[config.mk]
export PLATFORM = sky130hd
export DESIGN_NAME = rau_ctrl
export DESIGN_NICKNAME = d
export VERILOG_FILES = /design/src/rtl/rau_pkg.sv /design/src/rtl/rau_ctrl.sv
export SDC_FILE = /design/constraint.sdc
export NUM_CORES = 1
export LEC_CHECK = 0
export BUFFER_PORTS_ARGS = -buffer_cell sky130_fd_sc_hd__clkbuf_2
export CORE_ASPECT_RATIO = 1.4
export CORE_MARGIN = 2
export CORE_UTILIZATION = 40
export CTS_CLUSTER_SIZE = 20
export DETAILED_ROUTE_END_ITERATION = 10
export MAX_ROUTING_LAYER = met4
export SYNTH_ARGS = -nofsm -noshare
export SYNTH_HDL_FRONTEND = slang
export SYNTH_SLANG_ARGS = --single-unit
[constraint.sdc]
create_clock -name clk -period 2.8 [get_ports clk]
set_input_delay 0.7 -clock clk [delete_from_list [all_inputs] [get_ports clk]]
set_output_delay 0.7 -clock clk [all_outputs]
set_load 0.02 [all_outputs]
[src/rtl/rau_pkg.sv]
`timescale 1ns / 1ps
// ----------------------------------------------------------------------------
// rau_pkg
// Shared types and codes of the rational arithmetic unit.
// ----------------------------------------------------------------------------
package rau_pkg;

  typedef enum logic [3:0] {
    OP_NORM  = 4'd0,
    OP_ADD   = 4'd1,
    OP_SUB   = 4'd2,
    OP_MUL   = 4'd3,
    OP_DIV   = 4'd4,
    OP_CMP   = 4'd5,
    OP_FLOOR = 4'd6,
    OP_CEIL  = 4'd7,
    OP_ROUND = 4'd8,
    OP_ABS   = 4'd9,
    OP_NEG   = 4'd10,
    OP_INV   = 4'd11
  } op_t;

  localparam logic [1:0] ST_OK   = 2'd0;
  localparam logic [1:0] ST_ZDEN = 2'd1;
  localparam logic [1:0] ST_OVF  = 2'd2;
  localparam logic [1:0] ST_DIVZ = 2'd3;

  localparam logic [1:0] ORD_LT = 2'd0;
  localparam logic [1:0] ORD_EQ = 2'd1;
  localparam logic [1:0] ORD_GT = 2'd2;

  localparam logic [3:0] MUL_LAST = 4'd11;
  localparam logic [6:0] DIV_LAST = 7'd127;

  typedef enum logic [3:0] {
    S_IDLE,
    S_PRE,
    S_MUL,
    S_TAIL,
    S_COMB,
    S_GINIT,
    S_GCD,
    S_DINIT,
    S_DIV,
    S_FIN
  } state_t;

  typedef struct packed {
    logic       load;
    logic       early;
    logic       mul;
    logic [3:0] mul_idx;
    logic       comb;
    logic       gcd_init;
    logic       gcd_step;
    logic       div_init;
    logic       div_step;
    logic       fin;
  } cmd_t;

  typedef struct packed {
    logic early_hit;
    logic is_cmp;
    logic is_int;
    logic gcd_done;
  } stat_t;

endpackage

[src/rtl/rau_ctrl.sv]
`timescale 1ns / 1ps
// ----------------------------------------------------------------------------
// rau_ctrl
// Sequencer: checks, multiply passes, gcd loop, division loop, result strobe.
// ----------------------------------------------------------------------------
module rau_ctrl (
  input  logic           clk,
  input  logic           rst,
  input  logic           start,
  output logic           busy,
  output logic           done,
  output rau_pkg::cmd_t  cmd,
  input  rau_pkg::stat_t stat
);

  rau_pkg::state_t state, state_next;
  logic [3:0] mcnt, mcnt_next;
  logic [6:0] dcnt, dcnt_next;
  logic       emit;

  always_ff @(posedge clk) begin
    if (rst) begin
      state <= rau_pkg::S_IDLE;
      mcnt  <= '0;
      dcnt  <= '0;
      done  <= 1'b0;
    end else begin
      state <= state_next;
      mcnt  <= mcnt_next;
      dcnt  <= dcnt_next;
      done  <= emit;
    end
  end

  assign busy = (state != rau_pkg::S_IDLE);

  always_comb begin
    state_next = state;
    mcnt_next  = mcnt;
    dcnt_next  = dcnt;
    emit       = 1'b0;
    cmd        = '0;
    cmd.mul_idx = mcnt;
    unique case (state)
      rau_pkg::S_IDLE: begin
        if (start) begin
          cmd.load   = 1'b1;
          state_next = rau_pkg::S_PRE;
        end
      end
      rau_pkg::S_PRE: begin
        if (stat.early_hit) begin
          cmd.early  = 1'b1;
          emit       = 1'b1;
          state_next = rau_pkg::S_IDLE;
        end else begin
          mcnt_next  = '0;
          state_next = rau_pkg::S_MUL;
        end
      end
      rau_pkg::S_MUL: begin
        cmd.mul   = 1'b1;
        mcnt_next = mcnt + 4'd1;
        if (mcnt == rau_pkg::MUL_LAST) state_next = rau_pkg::S_TAIL;
      end
      rau_pkg::S_TAIL: state_next = rau_pkg::S_COMB;
      rau_pkg::S_COMB: begin
        cmd.comb = 1'b1;
        priority if (stat.is_cmp) state_next = rau_pkg::S_FIN;
        else if (stat.is_int)     state_next = rau_pkg::S_DINIT;
        else                      state_next = rau_pkg::S_GINIT;
      end
      rau_pkg::S_GINIT: begin
        cmd.gcd_init = 1'b1;
        state_next   = rau_pkg::S_GCD;
      end
      rau_pkg::S_GCD: begin
        if (stat.gcd_done) state_next = rau_pkg::S_DINIT;
        else cmd.gcd_step = 1'b1;
      end
      rau_pkg::S_DINIT: begin
        cmd.div_init = 1'b1;
        dcnt_next    = '0;
        state_next   = rau_pkg::S_DIV;
      end
      rau_pkg::S_DIV: begin
        cmd.div_step = 1'b1;
        dcnt_next    = dcnt + 7'd1;
        if (dcnt == rau_pkg::DIV_LAST) state_next = rau_pkg::S_FIN;
      end
      rau_pkg::S_FIN: begin
        cmd.fin    = 1'b1;
        emit       = 1'b1;
        state_next = rau_pkg::S_IDLE;
      end
      default: state_next = rau_pkg::S_IDLE;
    endcase
  end

endmodule

==> flow_metrics.tcl, run 1 <==
set metrics [dict create \
    period_needed_ns 2.44 \
    path_max_fanout 12 \
    mostFrequentLayoutCells "21 x clkbuf_2, 16 x dfxtp_1, 10 x nand2_1" \
    final-hold-violation-count 0 \
    critPathKind "flip-flop to output port" \
    first_pass_iters 4 \
    antenna_left 0 \
    synth-compound-area-share 0.227 \
    worstPathCellList "or4b_1, inv_1, clkbuf_2" \
    via_count 881 \
    status "completed" \
    yosys.area_share.simple 0.342 \
    cts-root-buf "clkbuf_4" \
    p_per_area_mw_per_mm2 427 \
    synth_xor_area_frac 0 \
    synth_area_per_cell_um2 8.18 \
    synth_fp_nets 118 \
    place_ws_ns 0.689 \
    clk_latency_ns 0.29 \
    cpPeakStageDelay_ns 0.62 \
    synth-seq-cells 16 \
    gp_congestion 0.786 \
    grt_overflow 0 \
    synthAdderAreaFrac 0.0281 \
    grt_use_total 0.175 \
    grt_max_degree 18 \
    pin_count 22 \
    max_cap_viol_count 0 \
    cts_setup_buffers 0 \
    wire_per_inst_um 13.2 \
    port_buffers 21 \
    yosys_warnings 0 \
    cts_hold_buffers 0 \
    p_leak_nw 0.396 \
    worst_pin_slew_ns 0.434 \
    rsz0062_at_grt "no" \
    peakVddDrop_uv 243 \
    syn_area_um2 892 \
    die_area_mm2 0.00263 \
    synth_seq_area_share 0.359 \
    synth_top_family_by_area "simple AND/OR/NAND/NOR gates" \
    utilization 0.485 \
    initial_core_util 0.415 \
    final_common_cell "clkbuf_2" \
    routed_wl_mm 1.99 \
    slowest_stage "or4b_1" \
    cts_tree "yes" \
    n_antenna_cell 0 \
    nets 139 \
    layout_worst_path_cycle_share 0.872 \
    cp-end-kind "output port" \
    holdCritPathClass "flip-flop to flip-flop" \
    die_h_um 59.9 \
    antenna_found_initial 0 \
    cts_resized 0 \
    drt_iter0_drc 15 \
    clk_pin_slew_worst_paths_ns 0.10 \
    relSlewSlack 0.710 \
    htree_levels 1 \
    dp_hpwl_mm 1.41 \
    core_mm2 0.00215 \
    std_cell_rows 20 \
    vias_per_cell 5.83 \
    max_freq_ghz 0.410 \
    grt_pass1_vias 746 \
    critPathLaunchType "flip-flop" \
    drive_above_1_share 0.225 \
    synth.distinct_cells 32 \
    die_width_um 43.9 \
    cp.arrival_ns 1.74 \
    crit_required_ns 2.10 \
    maxSlewViolCount 0 \
    fin_worst_skew_ns 0.00986 \
    grt_pass1_wl_mm 3.30 \
    drc 0 \
    syn2layout_area_growth_pct 17.1 \
    clock_sinks 16 \
    cts_buffers 3 \
    postSynthCellCount 109 \
    tns_ns 0 \
    yosys-mux-area-fraction 0 \
    timing.final.ws_setup_ns 0.359 \
    cts_buffer_depth 2 \
    setup_viol 0 \
]
-- power breakdown --
part | switching (mW) | internal (mW)
sequential | 0.00871 | 0.232
clock | 0.0744 | 0.0791
combinational | 0.0313 | 0.0211
-- sequential cells by signal, summed over array words and instances, names as in the netlist --
name   count
dcnt       7
mcnt       4
state      4
done       1
-- critical path: cells and delay by family (launching register included) --
family                 cells  cell delay, ns
and+or+nand+nor            1            0.62
DFF                        1            0.53
buffers and inverters      2            0.29
-- cell usage after synthesis --
| cell type | number | share of area |
|---|---|---|
| ha_1 | 2 | 0.028 |
| nand3_1 | 9 | 0.050 |
| a2111oi_0 | 1 | 0.0098 |
| nand4b_1 | 2 | 0.020 |
| nor4b_2 | 1 | 0.017 |
| and2_1 | 1 | 0.0070 |
| o21ai_0 | 5 | 0.028 |
| a41oi_1 | 3 | 0.029 |
| and3_1 | 1 | 0.0070 |
| or4b_1 | 1 | 0.011 |
| nor2_1 | 7 | 0.029 |
| nand2b_1 | 8 | 0.056 |
| nor3b_1 | 3 | 0.025 |
| dfxtp_1 | 16 | 0.36 |
| or4_1 | 2 | 0.017 |
| a31oi_1 | 3 | 0.021 |
| nor4_1 | 2 | 0.014 |
| a311oi_1 | 5 | 0.049 |
| nand2_1 | 10 | 0.042 |
| buf_4 | 1 | 0.0084 |
| nor2b_1 | 2 | 0.014 |
| buf_2 | 1 | 0.0056 |
| nand3b_1 | 2 | 0.017 |
| o21a_1 | 1 | 0.0084 |
| o21ba_2 | 1 | 0.011 |
| clkbuf_1 | 5 | 0.021 |
| a211oi_1 | 3 | 0.025 |
| nor3_1 | 1 | 0.0056 |
| and4_1 | 1 | 0.0098 |
| a21oi_1 | 5 | 0.028 |
| inv_1 | 2 | 0.0084 |
| o211ai_1 | 2 | 0.017 |
-- routing by layer --
layer	vias to the layer above	share of wire	global-route usage
met5	-	0	-
met2	21	0.47	0.269
met1	403	0.47	0.214
met4	0	0.0085	0.0909
met3	2	0.041	0.0363
li1	455	-	-
-- path summary, 6_finish.rpt --
kind,startpoint,end,slack [ns],cells past startpoint
max,state[3],cmd[1],0.36,3
min,mcnt[3],mcnt[3],0.53,1
max reg2reg,state[3],dcnt[5],0.86,3
min reg2reg,mcnt[3],mcnt[3],0.53,1
-- per-stage QoR --
stage / power [mW] / hold WS, ns / instance area (um^2) / instances
6_report: 0.446 / 0.526 / 1040 / 151
5_1_grt: 0.481 / 0.543 / 1040 / 151
4_1_cts: 0.457 / 0.521 / 1040 / 151
3_5_place_dp: 0.298 / 0.507 / 1010 / 147
3_3_place_gp: 0.298 / 0.503 / 1010 / 147
2_1_floorplan: 0.279 / 0.490 / 892 / 109
-- cells by family after synthesis --
family	count (synthesis)
buffers and inverters	9
adders and majority gates	2
and+or+nand+nor	53
DFF	16
AOI/OAI and AO/OA	29
-- layout make-up --
type	instances	area, um^2
Clock buffer	4	36.3
Fill cell	219	1110
Inverter	2	7.51
Multi-Input combinational cell	84	533
Sequential cell	16	320
Tap cell	22	27.5
Timing Repair Buffer	23	120
(Power assumes the default switching activity.)
==> run 2: changes to the inputs <==
--- a/config.mk
+++ b/config.mk
@@ -6,12 +6,11 @@
 export NUM_CORES = 1
 export LEC_CHECK = 0
 export BUFFER_PORTS_ARGS = -buffer_cell sky130_fd_sc_hd__clkbuf_2
-export CORE_ASPECT_RATIO = 1.4
-export CORE_MARGIN = 2
-export CORE_UTILIZATION = 40
-export CTS_CLUSTER_SIZE = 20
+export CORE_UTILIZATION = 50
+export CTS_CLUSTER_SIZE = 28
 export DETAILED_ROUTE_END_ITERATION = 10
 export MAX_ROUTING_LAYER = met4
+export PLACE_DENSITY = 0.76
 export SYNTH_ARGS = -nofsm -noshare
 export SYNTH_HDL_FRONTEND = slang
 export SYNTH_SLANG_ARGS = --single-unit
==> run 2 against run 1 <==
Net effect:
- first-iteration DRC count increased by 13%
- setup slack got worse by 0.00089 ns
- hold slack worse by 0.0064 ns
- die area decreased by 26%
- cell area shrank 1.1%
- global-route usage increased by 5.5 points
- total power down 7.6%
- flip-flop and latch count is the same
- cell count up 0.66%
- sequential share of layout area increased by 0.33 points
- clock-buffer cell count shrank 1
==> flow_metrics.tcl, run 2 (same netlist as run 1, synthesis figures left out) <==
set metrics [dict create \
    status "completed" \
    dp_hpwl_mm 1.37 \
    power.total_mw 0.412 \
    vias_per_cell 5.86 \
    grt_pass1_wl_mm 3.18 \
    path_max_fanout 12 \
    gp_congestion 0.837 \
    final-hold-violation-count 0 \
    comb_power_share 0.128 \
    worstPathCellList "or4b_1, inv_1, clkbuf_2" \
    cts_resized 0 \
    cts_hold_buffers 0 \
    critPathKind "flip-flop to output port" \
    slowest_stage "or4b_1" \
    p_switching_mw 0.110 \
    nets 139 \
    syn2layout_area_growth_pct 15.8 \
    critPathLaunchType "flip-flop" \
    max_freq_ghz 0.409 \
    layout_worst_path_cycle_share 0.872 \
    largest_reg_flops 7 \
    worst_pin_slew_ns 0.422 \
    p_int_mw 0.302 \
    grt_max_degree 18 \
    cts_buffers 3 \
    cts_buffer_depth 2 \
    place_ws_ns 0.677 \
    port_buffers 21 \
    initial_core_util 0.560 \
    via_count 891 \
    p_seq_frac 0.582 \
    die_width_um 44.2 \
    cp-end-kind "output port" \
    p_leak_nw 0.388 \
    die_h_um 44.2 \
    cts_setup_buffers 0 \
    crit_required_ns 2.10 \
    htree_levels 1 \
    clockPowerShare 0.290 \
    holdCritPathClass "flip-flop to flip-flop" \
    regMostFlops "dcnt" \
    antenna_left 0 \
    grt_pass1_vias 691 \
    cts_tree "yes" \
    n_antenna_cell 0 \
    rsz0062_at_grt "no" \
    fin_worst_skew_ns 0.00367 \
    grt_use_total 0.230 \
    tns_ns 0 \
    maxSlewViolCount 0 \
    grt_overflow 0 \
    die_area_mm2 0.00196 \
    swShare 0.266 \
    first_pass_iters 4 \
    p_per_area_mw_per_mm2 399 \
    dp_cells 149 \
    period_needed_ns 2.44 \
    setup_viol 0 \
    timing.final.ws_setup_ns 0.358 \
    cp.arrival_ns 1.74 \
    antenna_found_initial 0 \
    core_mm2 0.00159 \
    cpPeakStageDelay_ns 0.63 \
    clk_pin_slew_worst_paths_ns 0.09 \
    wire_per_inst_um 12.7 \
    relSlewSlack 0.711 \
    clock_sinks 16 \
    drt_iter0_drc 17 \
    cts-root-buf "clkbuf_4" \
    pin_count 22 \
    mostFrequentLayoutCells "21 x clkbuf_2, 16 x dfxtp_1, 10 x nand2_1" \
    std_cell_rows 14 \
    final_common_cell "clkbuf_2" \
    routed_wl_mm 1.94 \
    max_cap_viol_count 0 \
    fin_cells 152 \
    drc 0 \
    drive_above_1_share 0.219 \
    clk_latency_ns 0.28 \
    largest_registers "dcnt x7, mcnt x4, state x4" \
    peakVddDrop_uv 307 \
    whs_ns 0.520 \
]
==> run 2: final cells by class <==
cell class                 instances  area [um^2]
inverter                           2         7.51
sequential                        16          320
fill                             140          561
multi-input combinational         84          533
timing repair buffer              23          120
clock buffer                       3         22.5
tap                               24         30.0
==> run 2: final timing paths <==
kind	start	endpoint	slack (ns)	cells after the start
min	mcnt[3]	mcnt[3]	0.52	1
min reg2reg	mcnt[3]	mcnt[3]	0.52	1
max reg2reg	state[3]	dcnt[5]	0.86	3
max	state[3]	cmd[1]	0.36	3
==> run 2: stage by stage <==
stage / utilization / area [um^2]
2_1_floorplan: - / 892
5_1_grt: 0.648 / 1030
3_5_place_dp: 0.634 / 1010
6_report: 0.648 / 1030
4_1_cts: 0.648 / 1030
3_3_place_gp: 0.634 / 1010
==> run 2: per-layer routing <==
metal  track usage  routed length, um
met4         0.145                 47
met5             -                  0
met1         0.329                971
met3        0.0367                100
met2         0.294                816
==> run 2: power groups by stage <==
stage	Combinational (mW)	Sequential (mW)	Clock (mW)
floorplan	0.0375	0.241	0
global placement	0.0520	0.244	0
detailed placement	0.0522	0.245	0
CTS	0.0525	0.240	0.123
global route	0.0577	0.241	0.134
finish	0.0526	0.240	0.120
==> run 2: worst max-delay path: cells and delay by family (launching register included) <==
kind	cells	cell delay, ns
buffers and inverters	2	0.30
flip-flops	1	0.52
AND/OR/NAND/NOR	1	0.63
